<file path="config.mk">
export PLATFORM = sky130hd
export DESIGN_NAME = caching_lock_table_fifo
export DESIGN_NICKNAME = d
export VERILOG_FILES = /design/src/clt_pkg.sv /design/src/caching_lock_table_fifo.sv /design/src/clt_front.sv /design/src/clt_back.sv
export SDC_FILE = /design/constraint.sdc
export NUM_CORES = 2
export LEC_CHECK = 0
export BUFFER_PORTS_ARGS = -buffer_cell sky130_fd_sc_hd__buf_2
export CORE_MARGIN = 2
export CORE_UTILIZATION = 30
export DETAILED_ROUTE_END_ITERATION = 6
export SYNTH_ARGS = -nofsm -noshare
export SYNTH_HDL_FRONTEND = slang
export SYNTH_SLANG_ARGS = --single-unit
</file>
<file path="constraint.sdc">
create_clock -name clock -period 10.55 [get_ports clock]
set_input_delay 1.5825 -clock clock [delete_from_list [all_inputs] [get_ports clock]]
set_output_delay 1.5825 -clock clock [all_outputs]
set_load 0.05 [all_outputs]
</file>
<file path="src/clt_pkg.sv">
// Shared types and constants for the caching lock table.
// No dependencies; used by every module of the block.
package clt_pkg;

   localparam int LOCK_BITS = 64;
   localparam int ID_BITS   = 8;

   typedef enum logic [1:0] {
      KIND_OK        = 2'd0,
      KIND_RETRY     = 2'd1,
      KIND_REVOKE    = 2'd2,
      KIND_RETRY_MSG = 2'd3
   } kind_type;

   typedef enum logic [1:0] {
      ERR_NONE    = 2'd0,
      ERR_TABLE   = 2'd1,
      ERR_QUEUE   = 2'd2,
      ERR_UNKNOWN = 2'd3
   } err_type;

   localparam logic MODE_ACQUIRE = 1'b0;
   localparam logic MODE_RELEASE = 1'b1;

   typedef struct packed {
      logic                 mode;
      logic [LOCK_BITS-1:0] lock_id;
      logic [ID_BITS-1:0]   client_id;
   } req_type;

   typedef struct packed {
      kind_type             kind;
      logic [ID_BITS-1:0]   target_client;
      logic [LOCK_BITS-1:0] target_lock;
      err_type              error;
      logic                 last;
   } rsp_type;

endpackage

</file>
<file path="src/caching_lock_table_fifo.sv">
// Top level of the caching lock table: front search, one-entry job queue, back engine.
// Depends on clt_pkg, clt_front and clt_back.
//
//  channel | ports                         | handshake
//  req     | start, busy, req_data         | taken when start=1 and busy=0
//  rsp     | rsp_strobe, rsp_data          | one-cycle strobe per item, never stalled
//
// The front searches the table in the cycle after acceptance; the back engine
// takes the item at the next edge if idle, reads the waiter memory in ST_READ,
// registers the first result out of ST_READ, then emits any remaining results
// from ST_MSG and ST_REPLY, in that order.
// Busy stays high from acceptance until the back engine takes the item.
// Reset clears entry valid bits, queue heads and counts at once; no sweep.
// The receiver cannot stall, so results are never held back.
module caching_lock_table_fifo #(
   parameter int LOCK_ENTRIES = 16,
   parameter int QUEUE_DEPTH  = 8,
   parameter int CLIENT_BITS  = 8
) (
   input  logic              clock,
   input  logic              reset,
   input  logic              start,
   output logic              busy,
   input  clt_pkg::req_type  req_data,
   output logic              rsp_strobe,
   output clt_pkg::rsp_type  rsp_data
);
   localparam int EW = (LOCK_ENTRIES > 1) ? $clog2(LOCK_ENTRIES) : 1;

   logic [LOCK_ENTRIES-1:0]       valid_vec;
   logic [clt_pkg::LOCK_BITS-1:0] key_vec [LOCK_ENTRIES];
   logic             job_valid, job_take, job_hit, job_free_ok;
   clt_pkg::req_type job_req;
   logic [EW-1:0]    job_entry, job_free;

   // Hold the accepted item in the front until the back engine takes it, so
   // the search sees the table as the previous item left it.
   clt_front #(.LOCK_ENTRIES(LOCK_ENTRIES), .CLIENT_BITS(CLIENT_BITS)) u_front (
      .clock, .reset, .req_start(start), .req_busy(busy), .req_data,
      .valid_vec, .key_vec, .job_valid, .job_take, .job_req, .job_hit,
      .job_entry, .job_free_ok, .job_free
   );

   // Apply the table update at take, then emit messages and the reply in order.
   clt_back #(.LOCK_ENTRIES(LOCK_ENTRIES), .QUEUE_DEPTH(QUEUE_DEPTH)) u_back (
      .clock, .reset, .job_valid, .job_take, .job_req, .job_hit, .job_entry,
      .job_free_ok, .job_free, .valid_vec, .key_vec,
      .rsp_strobe, .rsp_data
   );
endmodule

</file>
<file path="src/clt_front.sv">
// Front end: registers the request, then searches the key table in one pass.
// Depends on clt_pkg; feeds clt_back through a one-entry queue.
module clt_front #(
   parameter int LOCK_ENTRIES = 16,
   parameter int CLIENT_BITS  = 8,
   localparam int EW = (LOCK_ENTRIES > 1) ? $clog2(LOCK_ENTRIES) : 1
) (
   input  logic                          clock,
   input  logic                          reset,
   input  logic                          req_start,
   output logic                          req_busy,
   input  clt_pkg::req_type              req_data,
   input  logic [LOCK_ENTRIES-1:0]       valid_vec,
   input  logic [clt_pkg::LOCK_BITS-1:0] key_vec [LOCK_ENTRIES],
   output logic                          job_valid,
   input  logic                          job_take,
   output clt_pkg::req_type              job_req,
   output logic                          job_hit,
   output logic [EW-1:0]                 job_entry,
   output logic                          job_free_ok,
   output logic [EW-1:0]                 job_free
);
   localparam logic [clt_pkg::ID_BITS-1:0] CLIENT_MASK =
      clt_pkg::ID_BITS'((64'd1 << CLIENT_BITS) - 64'd1);

   logic             held_ff, held_in;
   logic             req_take;
   clt_pkg::req_type req_ff, req_in;
   logic             hit_c, free_c;
   logic [EW-1:0]    hit_idx, free_idx;

   // Lowest matching entry and lowest free entry (priority search).
   always_comb begin
      hit_c = 1'b0;
      free_c = 1'b0;
      hit_idx = '0;
      free_idx = '0;
      for (int i = LOCK_ENTRIES - 1; i >= 0; i--) begin
         if (valid_vec[i] && key_vec[i] == req_ff.lock_id) begin
            hit_c = 1'b1;
            hit_idx = EW'(i);
         end
         if (!valid_vec[i]) begin
            free_c = 1'b1;
            free_idx = EW'(i);
         end
      end
   end

   // Keep only the client bits in use.
   always_comb begin
      req_in = req_data;
      req_in.client_id = req_data.client_id & CLIENT_MASK;
   end

   assign req_take = req_start && !req_busy;
   assign held_in  = req_take ? 1'b1 : (job_take ? 1'b0 : held_ff);

   always_ff @(posedge clock) begin
      if (reset) begin
         held_ff <= 1'b0;
      end else begin
         held_ff <= held_in;
      end
      if (req_take) begin
         req_ff <= req_in;
      end
   end

   assign req_busy    = held_ff;
   assign job_valid   = held_ff;
   assign job_req     = req_ff;
   assign job_hit     = hit_c;
   assign job_entry   = hit_idx;
   assign job_free_ok = free_c;
   assign job_free    = free_idx;
endmodule

</file>
<file path="src/clt_back.sv">
// Back end: owns the lock table and waiter memory, emits up to three results.
// Depends on clt_pkg; takes classified jobs from clt_front.
module clt_back #(
   parameter int LOCK_ENTRIES = 16,
   parameter int QUEUE_DEPTH  = 8,
   localparam int EW = (LOCK_ENTRIES > 1) ? $clog2(LOCK_ENTRIES) : 1,
   localparam int QW = $clog2(QUEUE_DEPTH),
   localparam int CW = $clog2(QUEUE_DEPTH + 1)
) (
   input  logic                          clock,
   input  logic                          reset,
   input  logic                          job_valid,
   output logic                          job_take,
   input  clt_pkg::req_type              job_req,
   input  logic                          job_hit,
   input  logic [EW-1:0]                 job_entry,
   input  logic                          job_free_ok,
   input  logic [EW-1:0]                 job_free,
   output logic [LOCK_ENTRIES-1:0]       valid_vec,
   output logic [clt_pkg::LOCK_BITS-1:0] key_vec [LOCK_ENTRIES],
   output logic                          rsp_strobe,
   output clt_pkg::rsp_type              rsp_data
);
   typedef enum logic [3:0] {
      ST_IDLE  = 4'b0001,
      ST_READ  = 4'b0010,
      ST_MSG   = 4'b0100,
      ST_REPLY = 4'b1000
   } state_type;

   localparam int MW = EW + QW;
   localparam int MEM_DEPTH = 1 << MW;

   state_type state_ff, state_in;
   logic [LOCK_ENTRIES-1:0]       valid_ff;
   logic [clt_pkg::LOCK_BITS-1:0] key_ff [LOCK_ENTRIES];
   logic [QW-1:0]                 head_ff  [LOCK_ENTRIES];
   logic [CW-1:0]                 count_ff [LOCK_ENTRIES];
   logic [clt_pkg::ID_BITS-1:0]   mem [MEM_DEPTH];
   logic [clt_pkg::ID_BITS-1:0]   rd_ff;

   clt_pkg::rsp_type  reply_ff, reply_in;       // final reply of the item
   logic [1:0]        msg_cnt_ff, msg_cnt_in;   // messages ahead of the reply
   clt_pkg::kind_type msg_kind_ff, msg_kind_in; // kind of the first message
   clt_pkg::rsp_type  msg_rsp;
   clt_pkg::rsp_type  out_ff;
   logic              out_strobe_ff;

   logic            wr_en;
   logic [MW-1:0]   wr_addr, rd_addr;
   logic [QW-1:0]   cur_head, next_head, tail;
   logic [QW:0]     tail_sum;
   logic [CW-1:0]   cur_count;

   assign cur_head  = head_ff[job_entry];
   assign cur_count = count_ff[job_entry];
   assign next_head = (cur_head == QW'(QUEUE_DEPTH - 1)) ? '0 : QW'(cur_head + 1'b1);
   assign tail_sum  = {1'b0, cur_head} + (QW+1)'(cur_count);
   assign tail      = (tail_sum >= (QW+1)'(QUEUE_DEPTH)) ?
                      QW'(tail_sum - (QW+1)'(QUEUE_DEPTH)) : QW'(tail_sum);
   assign job_take  = (state_ff == ST_IDLE) && job_valid;
   assign valid_vec = valid_ff;
   assign key_vec   = key_ff;

   // Waiter memory: one write port, one registered read port.
   always_comb begin
      wr_en = 1'b0;
      wr_addr = {job_free, {QW{1'b0}}};
      rd_addr = {job_entry, cur_head};
      if (job_take && job_req.mode == clt_pkg::MODE_ACQUIRE) begin
         if (!job_hit) begin
            wr_en = job_free_ok;
         end else begin
            wr_en = (cur_count < CW'(QUEUE_DEPTH));
            wr_addr = {job_entry, tail};
         end
      end else if (job_take) begin
         rd_addr = {job_entry, next_head};
      end
   end

   always_ff @(posedge clock) begin
      if (wr_en) mem[wr_addr] <= job_req.client_id;
      if (job_take) rd_ff <= mem[rd_addr];
   end

   // Classify the job: reply fields and the messages owed before it.
   always_comb begin
      reply_in.kind = clt_pkg::KIND_RETRY;
      reply_in.target_client = job_req.client_id;
      reply_in.target_lock = job_req.lock_id;
      reply_in.error = clt_pkg::ERR_NONE;
      reply_in.last = 1'b1;
      msg_cnt_in = 2'd0;
      msg_kind_in = clt_pkg::KIND_REVOKE;
      if (job_req.mode == clt_pkg::MODE_ACQUIRE) begin
         if (!job_hit) begin
            if (job_free_ok) begin
               reply_in.kind = clt_pkg::KIND_OK;
            end else begin
               reply_in.error = clt_pkg::ERR_TABLE;
            end
         end else if (cur_count >= CW'(QUEUE_DEPTH)) begin
            reply_in.error = clt_pkg::ERR_QUEUE;
         end else if (cur_count == CW'(1)) begin
            msg_cnt_in = 2'd1;
         end
      end else begin
         reply_in.kind = clt_pkg::KIND_OK;
         if (!job_hit) begin
            reply_in.error = clt_pkg::ERR_UNKNOWN;
         end else if (cur_count > CW'(2)) begin
            msg_cnt_in = 2'd2;
            msg_kind_in = clt_pkg::KIND_RETRY_MSG;
         end else if (cur_count == CW'(2)) begin
            msg_cnt_in = 2'd1;
            msg_kind_in = clt_pkg::KIND_RETRY_MSG;
         end
      end
   end

   // Message to the head client; the second message is always a revoke.
   always_comb begin
      msg_rsp = reply_ff;
      msg_rsp.kind = (state_ff == ST_MSG) ? clt_pkg::KIND_REVOKE : msg_kind_ff;
      msg_rsp.target_client = rd_ff;
      msg_rsp.error = clt_pkg::ERR_NONE;
      msg_rsp.last = 1'b0;
   end

   always_comb begin
      state_in = state_ff;
      case (state_ff)
         ST_IDLE: begin
            if (job_take) state_in = ST_READ;
         end
         ST_READ: begin
            if (msg_cnt_ff == 2'd0) state_in = ST_IDLE;
            else if (msg_cnt_ff == 2'd2) state_in = ST_MSG;
            else state_in = ST_REPLY;
         end
         ST_MSG:   state_in = ST_REPLY;
         ST_REPLY: state_in = ST_IDLE;
         default:  state_in = ST_IDLE;
      endcase
   end

   always_ff @(posedge clock) begin
      if (reset) begin
         state_ff <= ST_IDLE;
         valid_ff <= '0;
         out_strobe_ff <= 1'b0;
         for (int i = 0; i < LOCK_ENTRIES; i++) begin
            head_ff[i]  <= '0;
            count_ff[i] <= '0;
         end
      end else begin
         state_ff <= state_in;
         out_strobe_ff <= 1'b0;
         case (state_ff)
            ST_IDLE: begin
               if (job_take) begin
                  reply_ff <= reply_in;
                  msg_cnt_ff <= msg_cnt_in;
                  msg_kind_ff <= msg_kind_in;
                  if (job_req.mode == clt_pkg::MODE_ACQUIRE) begin
                     if (!job_hit) begin
                        if (job_free_ok) begin
                           valid_ff[job_free] <= 1'b1;
                           key_ff[job_free]   <= job_req.lock_id;
                           head_ff[job_free]  <= '0;
                           count_ff[job_free] <= CW'(1);
                        end
                     end else if (cur_count < CW'(QUEUE_DEPTH)) begin
                        count_ff[job_entry] <= CW'(cur_count + 1'b1);
                     end
                  end else if (job_hit) begin
                     count_ff[job_entry] <= CW'(cur_count - 1'b1);
                     if (cur_count == CW'(1)) begin
                        valid_ff[job_entry] <= 1'b0;
                        head_ff[job_entry]  <= '0;
                     end else begin
                        head_ff[job_entry] <= next_head;
                     end
                  end
               end
            end
            ST_READ: begin
               out_strobe_ff <= 1'b1;
               out_ff <= (msg_cnt_ff == 2'd0) ? reply_ff : msg_rsp;
            end
            ST_MSG: begin
               out_strobe_ff <= 1'b1;
               out_ff <= msg_rsp;
            end
            ST_REPLY: begin
               out_strobe_ff <= 1'b1;
               out_ff <= reply_ff;
            end
            default: ;
         endcase
      end
   end

   assign rsp_data   = out_ff;
   assign rsp_strobe = out_strobe_ff;
endmodule
</file>
==> results.py <==
metrics = {
    "global_routing": {
        "gr-total-overflow": 0,
        "antenna_found_initial": 51,
        "grt_pass1_wl_um": 504800,
        "grt_pass1_vias": 64370,
        "gr-max-usage-layer": "met2",
        "grt_max_degree": 87,
        "met3_usage_pct": 3.965,
        "grtUsageTotal_pct": 20.11,
        "met2_usage_pct": 30.72,
        "grt_util_met1_pct": 28.71,
    },
    "route": {
        "ant_nets": 0,
        "avgRoutedWirePerCell_um": 29.76,
        "post_drt_via_cell_ratio": 5.455,
        "via_count": 66600,
        "drt-total-wl_um": 363400,
        "drcViolationCount": 0,
        "dr.first_iter.drc_count": 8761,
        "firstDrtPassIters": 6,
    },
    "floorplan": {
        "initial_utilization_pct": 30.10,
        "die_area_sq_mm": 0.3518,
        "rows": 216,
        "dieWidth_um": 593.2,
        "ios": 155,
        "core_sq_mm": 0.3459,
        "die_height_um": 593.2,
    },
    "worst_setup_path": {
        "critPathMaxStageDelay_ns": 0.97,
        "end_kind": "flip-flop",
        "critPathKind": "reg2reg",
        "cpMaxStageDelayCell": "a2111oi_0",
        "required_ns": 11.23,
        "worstPathArrival_ns": 10.48,
        "cp-start-kind": "flip-flop",
        "critPathMostFrequentCell": "buf_4",
        "crit_path_max_fanout": 59,
    },
    "job": {
        "maxCapViolations": 0,
    },
    "timing": {
        "slew_headroom_pct": 13.00,
        "period_share_pct": 92.86,
        "setup_violations": 0,
        "skew_ns": 0.07354,
        "final.setup.tns_ns": 0,
        "timing_hold_violations_final": 0,
        "fmax_ghz": 0.1021,
        "drv_slew": 0,
        "min_period_ns": 9.797,
        "rsz0062_at_grt": "no",
        "worstMarginPinSlew_ns": 1.304,
        "holdWs_ns": 0.4182,
    },
    "finish": {
        "drive_gt1_share_pct": 13.71,
        "final_cell_mix": "2,396 x edfxtp_1, 422 x xnor2_1, 420 x nand2b_1",
        "final_nets": 7510,
        "area_growth_pct": 15.21,
        "final_common_cell": "edfxtp_1",
    },
    "synth": {
        "netlist_area_sq_mm": 0.1041,
        "seq_area_frac_synth_pct": 69.52,
        "synth_cell_types": 116,
        "synth_top_area_share_pct": 69.09,
        "synth-async-reset-ratio_pct": 0,
        "ys_top_cells_by_area": "edfxtp_1 69%, xnor2_1 3.5%, xor2_1 2.7%, nand2b_1 2.5%, mux2i_1 2.3%",
        "yosys_warnings": 0,
        "ys_seq_elements": 2418,
        "syn_avg_cell_area_sq_um": 14.88,
        "syn_inst": 6996,
        "synth_edf_count": 2396,
        "synth_top_area_cell": "edfxtp_1",
        "synth_nets": 7080,
        "synthFlopType": "edfxtp_1",
    },
    "clock_tree": {
        "numCtsBuffers": 246,
        "insertion_delay_ns": 0.95,
        "clk_pin_slew_worst_paths_ns": 0.06,
        "clk_path_buf_depth": 4,
        "cts_resized": 0,
        "clockRootBuffer": "clkbuf_16",
        "hold_buffers": 0,
        "tritoncts": "built",
        "numClockSinks": 2418,
        "htree_num_levels": 4,
        "post_cts_buffers": 0,
    },
    "power": {
        "power.density_mw_per_mm2": 175.2,
        "power_leakage_nw": 38.26,
        "ir_drop_mv": 0.1432,
    },
    "hold_path": {
        "hp-class": "reg2reg",
    },
    "placement": {
        "gp_congestion": 0.9319,
        "port_buffers": 154,
        "dp_hpwl_um": 243500,
    },
    "outcome": {
        "status": "completed",
    },
}
==> logic make-up after synthesis <==
group / Yosys count / share of synthesized area (%)
compound gates: 662 / 4.947
xor+xnor: 749 / 6.307
fa+ha+maj: 8 / 0.1033
buf+inv: 412 / 2.037
flops: 2418 / 69.52
mux: 355 / 4.669
simple gates: 2392 / 12.42
==> worst max-delay path, delay by kind of cell (launching register included) <==
family          cells  cell delay [ns]
buf+inv             6             2.03
compound gates      7             2.42
mux                 1             0.54
flops               1             0.80
simple gates       11             3.26
fa+ha+maj           2             0.35
==> cells in the mapped netlist (all sizes together) (25+ instances only) <==
cell type and n:
buf 230, nand3 176, o2111ai 67, nor3 111, edfxtp 2396, nand4 312, a21oi 70, mux2i 237
a211oi 32, a22oi 36, nor2 434, nand2b 421, nor4 216, xnor2 423, nand2 392, clkbuf 69
mux4 102, nor2b 111, xor2 326, or3 27, a221oi 82, o21ai 70, a31oi 31, a2111oi 53
o22ai 25, or4 45, inv 110
==> final timing paths <==
path	from	to	slack, ns	depth (start not counted)
hold / removal	u_back.msg_rsp[13]	u_back.rsp_data[13]	0.42	0
setup reg to reg	u_front.job_req[69]	u_back.rd_ff[1]	0.75	27
hold reg to reg	u_back.msg_rsp[13]	u_back.rsp_data[13]	0.42	0
setup / recovery	u_front.job_req[69]	u_back.rd_ff[1]	0.75	27
==> sequential cells by signal, indices dropped and copies added, names as in the netlist, 16 cells and up <==
| signal | flops |
|---|---|
| u_back.key_vec | 1024 |
| u_back.msg_rsp | 64 |
| u_back.count_ff | 64 |
| u_back.head_ff | 48 |
| u_back.mem | 1024 |
| u_back.rsp_data | 77 |
| u_front.job_req | 73 |
| u_back.valid_vec | 16 |
==> where the power goes <==
group / leakage, nW / internal [W] / switching, W / total, W
combinational: 12.6 / 0.000454 / 0.00106 / 0.00151
sequential: 21.9 / 0.0107 / 0.000105 / 0.0108
clock: 3.80 / 0.00492 / 0.00383 / 0.00876
==> per-layer routing <==
metal,vias up,routed length (um)
li1,27910,-
met1,34310,156700
met4,22,12120
met2,3702,160200
met5,-,195
met3,646,34220
==> cell type report <==
class	instances	area (sq um)
inverter	113	424.2
clock inverter	145	1428
multi-input combinational	4166	29840
fill	33070	226000
sequential	2418	72390
clock buffer	299	6417
tap	4578	5728
antenna	9	22.52
timing repair buffer	481	3726
==> stage by stage <==
stage	cell area [sq um]	std cells	util, %	total power [W]	worst slack, ns
3_3_place_gp	112100	11760	32.41	0.01245	0.7392
5_1_grt	120000	12200	34.68	0.02155	0.3541
4_1_cts	120000	12200	34.68	0.02113	0.7646
6_report	120000	12210	34.68	0.02102	0.7529
2_1_floorplan	104100	6996	-	0.01173	0.5270
3_5_place_dp	112100	11760	32.41	0.01245	0.7325
Note: power is estimated with default switching activity, not from simulation.
